[src/rtl/cssc_pkg.sv]
// Shared types and constants for the CSS color to RGB converter.
package cssc_pkg;

  // Opcodes of an input item
  typedef logic [1:0] opcode_t;
  localparam opcode_t OP_RGB = 2'd0;
  localparam opcode_t OP_HSL = 2'd1;
  localparam opcode_t OP_HWB = 2'd2;

  // Fixed-point units: 1/256 percent, 1/256 degree
  localparam logic [14:0] PCT_ONE = 15'd25600;
  localparam logic [15:0] SECTOR  = 16'd15360;

  // Pipeline depth from accept to result strobe
  localparam int unsigned NUM_STAGES = 10;

  // Numerator scaling ahead of the shared divide by 625 * 2^30
  typedef enum logic [1:0] {
    SCL_HSL,
    SCL_HWB,
    SCL_RGB
  } scale_t;

  // Sideband that travels with every item
  typedef struct packed {
    opcode_t     op;
    logic        pct;
    logic        grey;
    logic [12:0] alpha;
    logic [7:0]  rb0;
    logic [7:0]  rb1;
    logic [7:0]  rb2;
  } side_t;

endpackage

[src/rtl/cssc_chan.sv]
// One channel back end: byte = round_half_even(17 * scaled(n) / (625 * 2^30)).
module cssc_chan (
  input  logic                clk,
  input  logic [43:0]         n,
  input  cssc_pkg::scale_t    sel,
  output logic [7:0]          byte_o
);
  import cssc_pkg::*;

  logic [47:0] prod;
  logic [17:0] t_r, t2_r;
  logic [29:0] lo_r, lo2_r;
  logic [35:0] qprod;
  logic [7:0]  qd_r;
  logic [17:0] rem_full;
  logic [9:0]  r2;
  logic        up;
  logic [7:0]  byte_r;

  // Stage A: fold 255/D into a per-mode constant
  always_comb begin
    case (sel)
      SCL_HSL: prod = 48'(n) * 48'd17;
      SCL_HWB: prod = 48'(n) * 48'd435200;
      SCL_RGB: prod = 48'(n) * 48'd6684672000;
      default: prod = '0;
    endcase
  end

  // Stage B: quotient by 625 via reciprocal
  assign qprod = 36'(t_r) * 36'd214749;

  // Stage C: remainder and round half to even
  always_comb begin
    rem_full = t2_r - 18'(qd_r) * 18'd625;
    r2 = rem_full[9:0];
    if (r2 > 10'd312) begin
      up = 1'b1;
    end else if (r2 == 10'd312) begin
      up = (lo2_r > 30'h2000_0000) || ((lo2_r == 30'h2000_0000) && qd_r[0]);
    end else begin
      up = 1'b0;
    end
  end

  always_ff @(posedge clk) begin
    t_r    <= prod[47:30];
    lo_r   <= prod[29:0];
    t2_r   <= t_r;
    lo2_r  <= lo_r;
    qd_r   <= qprod[34:27];
    byte_r <= qd_r + 8'(up);
  end

  assign byte_o = byte_r;

endmodule

[config.mk]
export PLATFORM = sky130hd
export DESIGN_NAME = cssc_chan
export DESIGN_NICKNAME = d
export VERILOG_FILES = /design/src/rtl/cssc_pkg.sv /design/src/rtl/cssc_chan.sv
export SDC_FILE = /design/constraint.sdc
export NUM_CORES = 1
export LEC_CHECK = 0
export BUFFER_PORTS_ARGS = -buffer_cell sky130_fd_sc_hd__buf_4
export CAP_MARGIN = 20
export CORE_AREA = 2 2 313 315
export CTS_BUF_LIST = sky130_fd_sc_hd__clkbuf_4 sky130_fd_sc_hd__clkbuf_8
export DETAILED_ROUTE_END_ITERATION = 10
export DIE_AREA = 0 0 315 317
export PLACE_DENSITY = 0.4
export SLEW_MARGIN = 20
export SYNTH_ARGS = -nofsm -noshare
export SYNTH_HDL_FRONTEND = slang
export SYNTH_SLANG_ARGS = --single-unit
[constraint.sdc]
create_clock -name clk -period 5.54 [get_ports clk]
set_clock_uncertainty 0.1 [all_clocks]
set_input_delay 0.554 -clock clk [delete_from_list [all_inputs] [get_ports clk]]
set_output_delay 0.554 -clock clk [all_outputs]
set_load 0.05 [all_outputs]
== Word level (Yosys, flattened, before mapping) ==
Cells that the tools add are included.

* Flip-flop bits (word level): 104
* Input bits: 47
* Output and inout port bits: 8

* Add/sub/neg operators: 2
* Multipliers: 5
* $lt $le $gt $ge: 2
* Eq/ne operators: 4
* Muxes and demuxes: 3
* Reductions and logical operators: 3

{| class="wikitable"
|+ Operators with widths
! kind !! count
|-
| 48-bit case mux with 3 select lines || 1
|-
| 44-bit by 5-bit multiplier with 48-bit output, second input constant || 1
|-
| 44-bit by 13-bit multiplier with 28-bit output, second input constant || 1
|-
| 44-bit by 9-bit multiplier with 38-bit output, second input constant || 1
|-
| 18-bit by 18-bit multiplier with 35-bit output, second input constant || 1
|-
| 30-bit equality test, second input constant || 1
|-
| 30-bit > comparator, second input constant || 1
|-
| 10-bit by 9-bit equality test with 1-bit output, second input constant || 1
|-
| 10-bit by 9-bit > comparator with 1-bit output, second input constant || 1
|-
| 8-bit by 10-bit multiplier with 10-bit output, second input constant || 1
|-
| 10-bit subtractor || 1
|-
| 8-bit by 1-bit adder with 8-bit output || 1
|-
| 2-bit by 1-bit equality test with 1-bit output, second input constant || 1
|-
| 2-bit equality test, second input constant || 1
|-
| 2-bit logical NOT || 1
|-
| 1-bit 2-to-1 mux || 2
|-
| 1-bit logical AND || 1
|-
| 1-bit logical OR || 1
|}

== Logic depth before layout (Yosys ltp) ==
Gate-level depths: netlist (run 1).

* Depth in word-level cells: 6
* Mapped depth: 22
* Mapped depth without buffers: 22

== Worst setup path before layout (run 1) ==
Ideal clock, no wire load.

* Path type: register to register
* Start point: register t_r[12]
* End point: register qd_r[6]
* Setup time: 123 ps
* Data arrival time: 5,189 ps
* Required time: 5,317 ps
* Slack: 128 ps
* Cell stages (with the launch flop): 21
* Path buffers: 0
* Period minus slack after synthesis: 5,412 ps
* Path through: dfxtp_1 -> ha_1 -> fa_1 -> inv_1 -> fa_1 -> fa_1 -> inv_1 -> fa_1 -> inv_1 -> fa_1 -> inv_1 -> ha_1 -> a21o_1 -> a21o_1 -> a21oi_1 -> or3_1 -> o211ai_1 -> o211a_1 -> o41ai_2 -> o21bai_1 -> xor2_1

* Longest elaborated chain between the ends: 1

{| class="wikitable"
|+ Ends and longest elaborated chain
! what !! line !! RTL
|-
| from (decl) || cssc_chan.sv:11 || <nowiki>logic [17:0] t_r, t2_r;</nowiki>
|-
| from (signal assigned) || cssc_chan.sv:47 || <nowiki>t_r <= prod[47:30];</nowiki>
|-
| 18-bit by 18-bit multiplier with 35-bit output || cssc_chan.sv:31 || <nowiki>assign qprod = 36'(t_r) * 36'd214749;</nowiki>
|-
| net qprod[33] || cssc_chan.sv:13 || <nowiki>logic [35:0] qprod;</nowiki>
|-
| to (signal assigned) || cssc_chan.sv:51 || <nowiki>qd_r <= qprod[34:27];</nowiki>
|-
| to (decl) || cssc_chan.sv:14 || <nowiki>logic [7:0] qd_r;</nowiki>
|}

The timed path passes the listed nets, and every way through them passes these cells.

== Worst setup path after layout (run 1) ==
* Start point: register t_r[8]
* End point: register qd_r[6]

The elaborated chain is that of the path after synthesis.

==> flow_metrics.py, run 1 <==
metrics = {
    "hold_path": {
        "hold_path_end": "lo2_r[20]",
        "min_path_type": "reg2reg",
        "hold_depth": 0,
        "min_from": "lo_r[20]",
    },
    "clock_tree": {
        "cts_tree": "done",
        "cts_buffer_depth": 2,
        "clkTransAtPathRegs_ns": 0.12,
        "clockRootBuffer": "clkbuf_8",
        "clk-insertion-delay-late_ns": 0.42,
        "hold_buffers": 0,
        "clock_sinks": 104,
        "htreeDepth": 3,
        "cts_made_buffers": 9,
    },
    "logic_synthesis": {
        "netlist.area_leader.share_pct": 29.5,
        "avgSynthCellArea_um2": 9.08,
        "synth-edff-count": 0,
        "synth_seq_cells": 104,
        "async_flop_share_pct": 0,
        "syn_area_um2": 23000,
        "synth_area_leaders": "fa_1, ha_1, inv_1, dfxtp_1, xnor2_1",
        "ys_types": 87,
        "ys_warn_count": 0,
        "synth_fp_nets": 3368,
        "syn-instance-count": 2531,
        "synthFlopType": "dfxtp_1",
        "synth_top_cell_by_area": "fa_1",
        "ys_seq_area_share_pct": 9.06,
    },
    "sta": {
        "slew_headroom_pct": 44.0,
        "drv_slew": 0,
        "period_needed_ns": 5.43,
        "fmax_mhz": 184,
        "hold_viol": 0,
        "timing_worst_slew_pin_value_ns": 0.838,
        "worst_slack_ns": 0.108,
        "setup_viol": 0,
        "tns_ns": 0,
        "finalCritPeriodShare_pct": 98.0,
        "grt_setup_unrepaired": "yes",
    },
    "setup_path": {
        "cp_max_fo": 3,
        "cp_data_required_time_ns": 5.73,
        "reg2reg_depth": 21,
        "r2r_start": "t_r[8]",
        "critPathKind": "reg2reg",
        "critical_path_arrival_ns": 5.62,
        "timing.rr.end": "qd_r[6]",
        "cp-end-kind": "flip-flop",
        "critPathLaunchType": "flip-flop",
        "r2r_setup_slack_ns": 0.11,
    },
    "drt": {
        "drc": 0,
        "routed_wl_mm": 70.2,
        "wl_met2_mm": 34.2,
        "drt_iter0_drc": 645,
        "drtPass1Iterations": 5,
        "met1_length_mm": 33.5,
        "vias": 17200,
        "viasPerCell": 4.17,
        "top_layer": "met4",
        "wl_met3_mm": 1.29,
        "postRouteAntennaNets": 0,
        "wl_per_cell_um": 17.0,
    },
    "place": {
        "place_congestion": 0.828,
        "pre_cts_slack_ns": -0.541,
        "hpwl_mm": 62.4,
        "io_buffers": 54,
    },
    "die": {
        "die-area_um2": 99900,
        "rows": 114,
        "ios": 55,
        "dieHeight_um": 317,
        "core_area_um2": 96300,
        "dieWidth_um": 315,
        "initial_core_util_pct": 23.9,
    },
    "global_route": {
        "grt_max_degree": 45,
        "grt_pass1_wl_mm": 109,
        "overflow": 0,
        "grt_pass1_vias": 18800,
        "gr-usage-all-layers_pct": 14.4,
        "grt_antenna_before_repair": 6,
    },
    "finish": {
        "syn2layout_area_growth_pct": 20.7,
        "drive_gt1_share_pct": 16.7,
        "final_util_pct": 28.8,
        "fin_nets": 3669,
    },
    "outcome": {
        "status": "complete, no violations",
    },
    "flow_run": {
        "maxCapViolCount": 0,
    },
}
sequential cells by signal (all words and copies together) (netlist names):
register and count:
byte_o 8, lo2_r 30, lo_r 30, qd_r 8, t2_r 10, t_r 18
cells by family (layout without fill, tap and decap cells):
group,count (synthesis),count (layout),synth area share [%]
adders and majority gates,790,790,54.1
buffers and inverters,765,1071,13.0
AOI/OAI and AO/OA,395,395,11.3
and+or+nand+nor,342,342,7.42
xor gates and xnor gates,128,128,4.88
DFF,104,104,9.06
muxes,7,7,0.310
other,0,5,0
cells in the final DEF, fill, tap and decap left out, drive strengths merged, types with 52 or more instances in the layout:
cell   count
inv      733
ha       452
fa       338
buf      323
a21oi    110
dfxtp    104
nor2      91
nand2     85
xnor2     80
o21ai     77
a21o      52
per-layer routing:
layer / up-vias / global-route usage (%)
met5: - / 0
met3: 47 / 0.835
met1: 8247 / 19.2
met2: 191 / 25.4
met4: 0 / 3.50
li1: 8678 / -
synth_stat cells, drive strengths merged, types with 21 or more instances:
library cell,instances
fa,338
a21o,52
ha,452
dfxtp,104
nand3,27
o21ai,77
nand4,21
xor2,48
nand2,85
a21oi,110
nor2,91
xnor2,80
inv,731
timing repair:
| action | in CTS | in global routing |
|---|---|---|
| setup buffers | 3 | 7 |
| endpoints found under the setup margin | 8 | 16 |
| resized for setup | 48 | 92 |
| pin swaps | 29 | 38 |
critical path: stages, from the launching register on:
cell and delay, ns:
dfxtp_4 0.38, buf_4 0.14, ha_4 0.21, buf_4 0.14, fa_2 0.56, inv_1 0.07, fa_2 0.54, fa_1 0.41
fa_1 0.54, inv_1 0.05, ha_1 0.31, ha_4 0.17, a21o_1 0.17, a21o_1 0.17, a21o_1 0.18, a21oi_2 0.14
o211ai_1 0.13, o211a_4 0.29, o41ai_4 0.23, buf_4 0.18, o21bai_1 0.07, xor2_1 0.14
through the flow:
step                instance area, um2  hold slack, ns  instances
detailed placement               26700           0.212       4089
floorplan                        23000           0.210       2531
global placement                 26700           0.212       4089
finish                           27700           0.222       4118
CTS                              27200           0.217       4107
global route                     27700           0.221       4118
worst max path at each step:
stage                     cells past startpoint     from  slack [ns]  endpoint
after CTS                                    23  t_r[13]       -0.04   qd_r[6]
after floorplan                              20  t_r[12]        0.13   qd_r[6]
after detailed placement                     22     n[4]       -0.54   t_r[15]
final                                        21   t_r[8]        0.11   qd_r[6]
after global placement                       22     n[4]       -0.47   t_r[15]
after global routing                         22  t_r[12]       -0.12   qd_r[6]
cell type report:
cell class                 count  area [um2]
clock buffer                  11         145
antenna                        5        12.5
tap                         1276        1600
sequential                   104        2130
clock inverter                 5        85.1
timing repair buffer         323        2440
multi-input combinational   1662       18600
fill                       10300       68500
inverter                     732        2750
Power of run 1 is left out: the tool's default activity adds up to more than one toggle a clock period on the data nets, which glitch-free logic cannot reach.
==> run 2: changes to the inputs <==
--- a/config.mk
+++ b/config.mk
@@ -5,7 +5,7 @@
 export SDC_FILE = /design/constraint.sdc
 export NUM_CORES = 1
 export LEC_CHECK = 0
-export BUFFER_PORTS_ARGS = -buffer_cell sky130_fd_sc_hd__buf_4
+export BUFFER_PORTS_ARGS = -buffer_cell sky130_fd_sc_hd__buf_2
 export CAP_MARGIN = 20
 export CORE_AREA = 2 2 313 315
 export CTS_BUF_LIST = sky130_fd_sc_hd__clkbuf_4 sky130_fd_sc_hd__clkbuf_8
==> run 2 against run 1 <==
Worst setup slack lost 0.028 ns. Global-route usage hardly changed. First-iteration DRC count grew 3.6%. Hold slack better by 0.010 ns. Sequential share of layout area rose by 0.060 points. Count of clock-buffer cells in the layout decreased by 1. Cell count is essentially flat. Critical path type unchanged. Register-to-register slack worse by 0.03 ns.
==> flow_metrics.py, run 2 (synthesized netlist as in run 1, its figures left out) <==
metrics = {
    "outcome": {
        "status": "complete, no violations",
    },
    "clock_tree": {
        "cts_made_buffers": 9,
        "clkTransAtPathRegs_ns": 0.11,
        "clock_sinks": 104,
        "hold_buffers": 0,
        "clk-insertion-delay-late_ns": 0.41,
        "cts_buffer_depth": 2,
        "clockRootBuffer": "clkbuf_8",
        "htreeDepth": 3,
        "cts_tree": "done",
    },
    "sta": {
        "period_needed_ns": 5.46,
        "timing_worst_slew_pin_value_ns": 0.899,
        "finalCritPeriodShare_pct": 98.6,
        "timing.hold.ws_ns": 0.233,
        "worst_slack_ns": 0.0798,
        "hold_viol": 0,
        "slew_headroom_pct": 39.8,
        "grt_setup_unrepaired": "yes",
        "drv_slew": 0,
        "fmax_mhz": 183,
        "setup_viol": 0,
    },
    "setup_path": {
        "cp_data_required_time_ns": 5.73,
        "critPathLaunchType": "flip-flop",
        "critical_path_arrival_ns": 5.65,
        "critPathKind": "reg2reg",
        "cp-end-kind": "flip-flop",
        "cp_max_fo": 4,
    },
    "drt": {
        "wl_per_cell_um": 17.0,
        "postRouteAntennaNets": 0,
        "drc": 0,
        "vias": 17200,
        "drtPass1Iterations": 5,
        "routed_wl_mm": 70.0,
        "viasPerCell": 4.18,
        "drt_iter0_drc": 668,
    },
    "finish": {
        "fin_nets": 3671,
        "drive_gt1_share_pct": 15.9,
        "final_common_cell": "inv_1",
        "final_util_pct": 28.4,
        "n_fill_cell": 10400,
        "syn2layout_area_growth_pct": 19.2,
        "stdcell_area_um2": 27400,
        "reg.largest.list": "lo2_r: 30 flops, lo_r: 30 flops, t_r: 18 flops",
        "final_cell_mix": "inv_1, ha_1, fa_1, buf_4, a21oi_1",
    },
    "die": {
        "die-area_um2": 99900,
        "dieWidth_um": 315,
        "dieHeight_um": 317,
        "ios": 55,
        "core_area_um2": 96300,
        "initial_core_util_pct": 23.9,
        "rows": 114,
    },
    "place": {
        "io_buffers": 54,
        "hpwl_mm": 62.6,
        "pre_cts_slack_ns": -0.534,
        "place_area_um2": 26600,
        "place_congestion": 0.844,
    },
    "global_route": {
        "overflow": 0,
        "grt_pass1_vias": 18700,
        "grt_max_degree": 44,
        "grt_pass1_wl_mm": 110,
        "gr-usage-all-layers_pct": 14.4,
        "grt_antenna_before_repair": 3,
    },
    "hold_path": {
        "min_path_type": "reg2reg",
    },
    "flow_run": {
        "maxCapViolCount": 0,
    },
}
[run 2: worst max-delay path, stage by stage, from the launching register on]
cell and delay, ns:
dfxtp_2 0.39, ha_2 0.33, fa_2 0.61, fa_1 0.47, fa_1 0.52, fa_1 0.54
inv_1 0.05, fa_1 0.53, inv_2 0.05, ha_4 0.25, and4_4 0.17, nand3_4 0.10
nor4_1 0.06, a31oi_1 0.18, o41ai_2 0.13, o211a_4 0.29, o41ai_4 0.29, o21bai_1 0.14
xor2_1 0.17
[run 2: cell type report]
type                       count  area, um2  area share, %
multi-input combinational   1662      18400           67.2
inverter                     732       2750           10.0
timing repair buffer         325       2320           8.49
sequential                   104       2120           7.72
tap                         1276       1600           5.83
clock buffer                  10        131          0.480
clock inverter                 6       75.1          0.274
antenna                        1       2.50        0.00914
[run 2: worst paths after layout]
check / from / end / slack [ns] / cells after the start
setup / recovery: t_r[3] / qd_r[6] / 0.08 / 18
hold / removal: lo_r[20] / lo2_r[20] / 0.23 / 0
setup reg to reg: t_r[3] / qd_r[6] / 0.08 / 18
hold reg to reg: lo_r[20] / lo2_r[20] / 0.23 / 0
[run 2: what timing repair did]
| item | CTS | global route |
|---|---|---|
| pin swaps | 22 | 40 |
| setup endpoints to repair | 7 | 15 |
| resized for setup | 36 | 66 |
| setup buffers | 3 | 3 |
[run 2: per-stage QoR]
step / TNS (ns) / instances
after floorplan: 0 / 2531
after global placement: -4.05 / 4096
after detailed placement: -4.14 / 4096
after CTS: -0.00409 / 4114
after global routing: -0.542 / 4116
final: 0 / 4116
[run 2: layer usage]
metal  vias up  track usage, %  share of wire, %
li1       8649               -                 -
met3        33           0.685               1.6
met4         4            1.97               1.0
met2       143            25.9                49
met5         -               0             0.036
met1      8373            19.5                48
Power of run 2 is left out for the same reason.
==> run 3: changes to the inputs <==
--- a/config.mk
+++ b/config.mk
@@ -5,12 +5,13 @@
 export SDC_FILE = /design/constraint.sdc
 export NUM_CORES = 1
 export LEC_CHECK = 0
+export ABC_AREA = 1
 export BUFFER_PORTS_ARGS = -buffer_cell sky130_fd_sc_hd__buf_2
 export CAP_MARGIN = 20
-export CORE_AREA = 2 2 313 315
+export CORE_AREA = 2 2 333 335
 export CTS_BUF_LIST = sky130_fd_sc_hd__clkbuf_4 sky130_fd_sc_hd__clkbuf_8
 export DETAILED_ROUTE_END_ITERATION = 10
-export DIE_AREA = 0 0 315 317
+export DIE_AREA = 0 0 335 337
 export PLACE_DENSITY = 0.4
 export SLEW_MARGIN = 20
 export SYNTH_ARGS = -nofsm -noshare
==> run 3 against run 2 <==
Sequential share of layout area down 0.52 points. Global-route usage up 1.4 points. Count of clock-buffer cells in the layout down 1. Critical path depth unchanged. Register-to-register slack better by 0.22 ns. First-iteration DRC count up 49%. Highest routed layer is now met4.
==> flow_metrics.py, run 3 <==
metrics = {
    "place": {
        "pre_cts_slack_ns": -0.0116,
        "hpwl_mm": 80.2,
        "place_congestion": 0.877,
        "io_buffers": 54,
    },
    "sta": {
        "fmax_mhz": 191,
        "setup_viol": 0,
        "worst_slack_ns": 0.303,
        "drv_slew": 0,
        "finalCritPeriodShare_pct": 94.5,
        "period_needed_ns": 5.24,
        "slew_headroom_pct": 48.5,
        "grt_setup_unrepaired": "no",
        "timing_worst_slew_pin_value_ns": 0.768,
        "hold_viol": 0,
    },
    "global_route": {
        "gr-usage-all-layers_pct": 15.8,
        "grt_antenna_before_repair": 2,
        "grt_max_degree": 31,
        "overflow": 0,
        "grt_pass1_wl_mm": 135,
        "grt_pass1_vias": 22800,
    },
    "setup_path": {
        "cp_data_required_time_ns": 5.75,
        "critPathKind": "reg2reg",
        "cp-end-kind": "flip-flop",
        "critPathLaunchType": "flip-flop",
        "cp_max_fo": 4,
        "critical_path_arrival_ns": 5.45,
    },
    "finish": {
        "drive_gt1_share_pct": 5.89,
        "final_cell_mix": "inv_1, nand2_1, ha_1, fa_1, nor2_1",
        "reg.largest.list": "lo2_r: 30 flops, lo_r: 30 flops, t_r: 18 flops",
        "syn2layout_area_growth_pct": 10.9,
        "regArea_um2": 2080,
        "fin_nets": 4604,
        "multi_input_area_um2": 19800,
        "n_fill_cell": 12400,
        "final_common_cell": "inv_1",
    },
    "logic_synthesis": {
        "synth_seq_cells": 104,
        "muxShareOfSynthArea_pct": 0,
        "synth-xor-area-share_pct": 1.44,
        "synth_fp_nets": 4473,
        "synth-edff-count": 0,
        "syn-instance-count": 3636,
        "synthFlopType": "dfxtp_1",
        "synth_fa_ha_area_share_pct": 47.6,
        "ys_warn_count": 0,
        "synth_top_family_by_area": "adder cells",
        "ys_types": 43,
        "ys_top_cells_by_count": "inv_1, nand2_1, ha_1",
        "async_flop_share_pct": 0,
        "synth_simple_gate_area_share_pct": 21.6,
        "synth_top_cell_by_area": "fa_1",
        "ys_seq_area_share_pct": 7.98,
        "synth_area_leaders": "fa_1, ha_1, inv_1, nand2_1, dfxtp_1",
        "synth_compound_area_share_pct": 5.26,
        "avgSynthCellArea_um2": 7.18,
        "synth.most_common_cell": "inv_1",
        "netlist.area_leader.share_pct": 25.9,
        "syn_area_um2": 26100,
    },
    "drt": {
        "vias": 21700,
        "viasPerCell": 4.17,
        "drc": 0,
        "routed_wl_mm": 87.4,
        "drt_iter0_drc": 994,
        "wl_per_cell_um": 16.8,
        "postRouteAntennaNets": 0,
        "drtPass1Iterations": 6,
    },
    "clock_tree": {
        "htreeDepth": 3,
        "cts_setup_buffers": 0,
        "cts_tree": "done",
        "cts_made_buffers": 9,
        "cts_buffer_depth": 2,
        "clkTransAtPathRegs_ns": 0.15,
        "clock_sinks": 104,
        "clk-insertion-delay-late_ns": 0.44,
        "clockRootBuffer": "clkbuf_8",
    },
    "die": {
        "dieHeight_um": 337,
        "die-area_um2": 113000,
        "dieWidth_um": 335,
        "rows": 122,
        "initial_core_util_pct": 23.8,
        "core_area_um2": 110000,
        "ios": 55,
    },
    "hold_path": {
        "min_path_type": "reg2reg",
    },
    "outcome": {
        "status": "complete, no violations",
    },
    "flow_run": {
        "maxCapViolCount": 0,
    },
}
==> run 3: repair_timing <==
item | CTS | global route
gates resized for setup | 0 | 1
hold buffers | 0 | 0
endpoints found under the setup margin | 0 | 4
==> run 3: path summary, 6_finish.rpt <==
kind | start | endpoint | slack, ns | depth (start not counted)
worst max-delay path | t_r[6] | qd_r[4] | 0.30 | 18
worst min-delay path | lo_r[22] | lo2_r[22] | 0.24 | 0
worst max register to register | t_r[6] | qd_r[4] | 0.30 | 18
worst min register to register | lo_r[22] | lo2_r[22] | 0.24 | 0
==> run 3: worst max-delay path: stages, from the launching register on <==
cell and delay (ns):
dfxtp_1 0.68, ha_1 0.27, inv_1 0.11, fa_1 0.54, inv_1 0.05, fa_1 0.44, fa_1 0.52, fa_1 0.50
inv_1 0.05, fa_1 0.52, inv_1 0.04, ha_1 0.32, a21oi_1 0.16, a21boi_0 0.30, o211ai_1 0.16, nand4_1 0.11
nand2_1 0.06, nand2_1 0.05, nand2_1 0.09
==> run 3: per-layer routing <==
layer | share of wire [%] | up-vias | track usage (%)
met5 | 0 | - | 0
met4 | 1.1 | 0 | 2.40
met3 | 1.6 | 43 | 0.845
met2 | 50 | 209 | 29.1
met1 | 47 | 10300 | 20.7
li1 | - | 11100 | -
==> run 3: layout make-up <==
type / count / share of cell area (%)
well taps: 1426 / 6.17
multi-input cells: 2412 / 68.5
flip-flops and latches: 104 / 7.20
clock inverters: 7 / 0.316
clock buffers: 9 / 0.428
repair buffers: 129 / 2.97
inverters: 1111 / 14.4
diodes: 1 / 0.00865
==> run 3: metrics by stage <==
step	hold slack, ns	utilization, %	instances	cell area (um2)	setup TNS [ns]
after floorplan	0.210	-	3636	26100	0
after global placement	0.212	26.2	5182	28700	-0.0872
after detailed placement	0.212	26.2	5182	28700	-0.0179
after CTS	0.240	26.4	5198	28900	0
after global routing	0.244	26.4	5199	28900	0
final	0.238	26.4	5199	28900	0
==> run 3: kinds of logic after synthesis <==
group / count (synthesis)
fa+ha+maj: 790
simple gates: 1326
compound gates: 253
flops: 104
buf+inv: 1120
xor+xnor: 43
Power of run 3 is left out for the same reason.
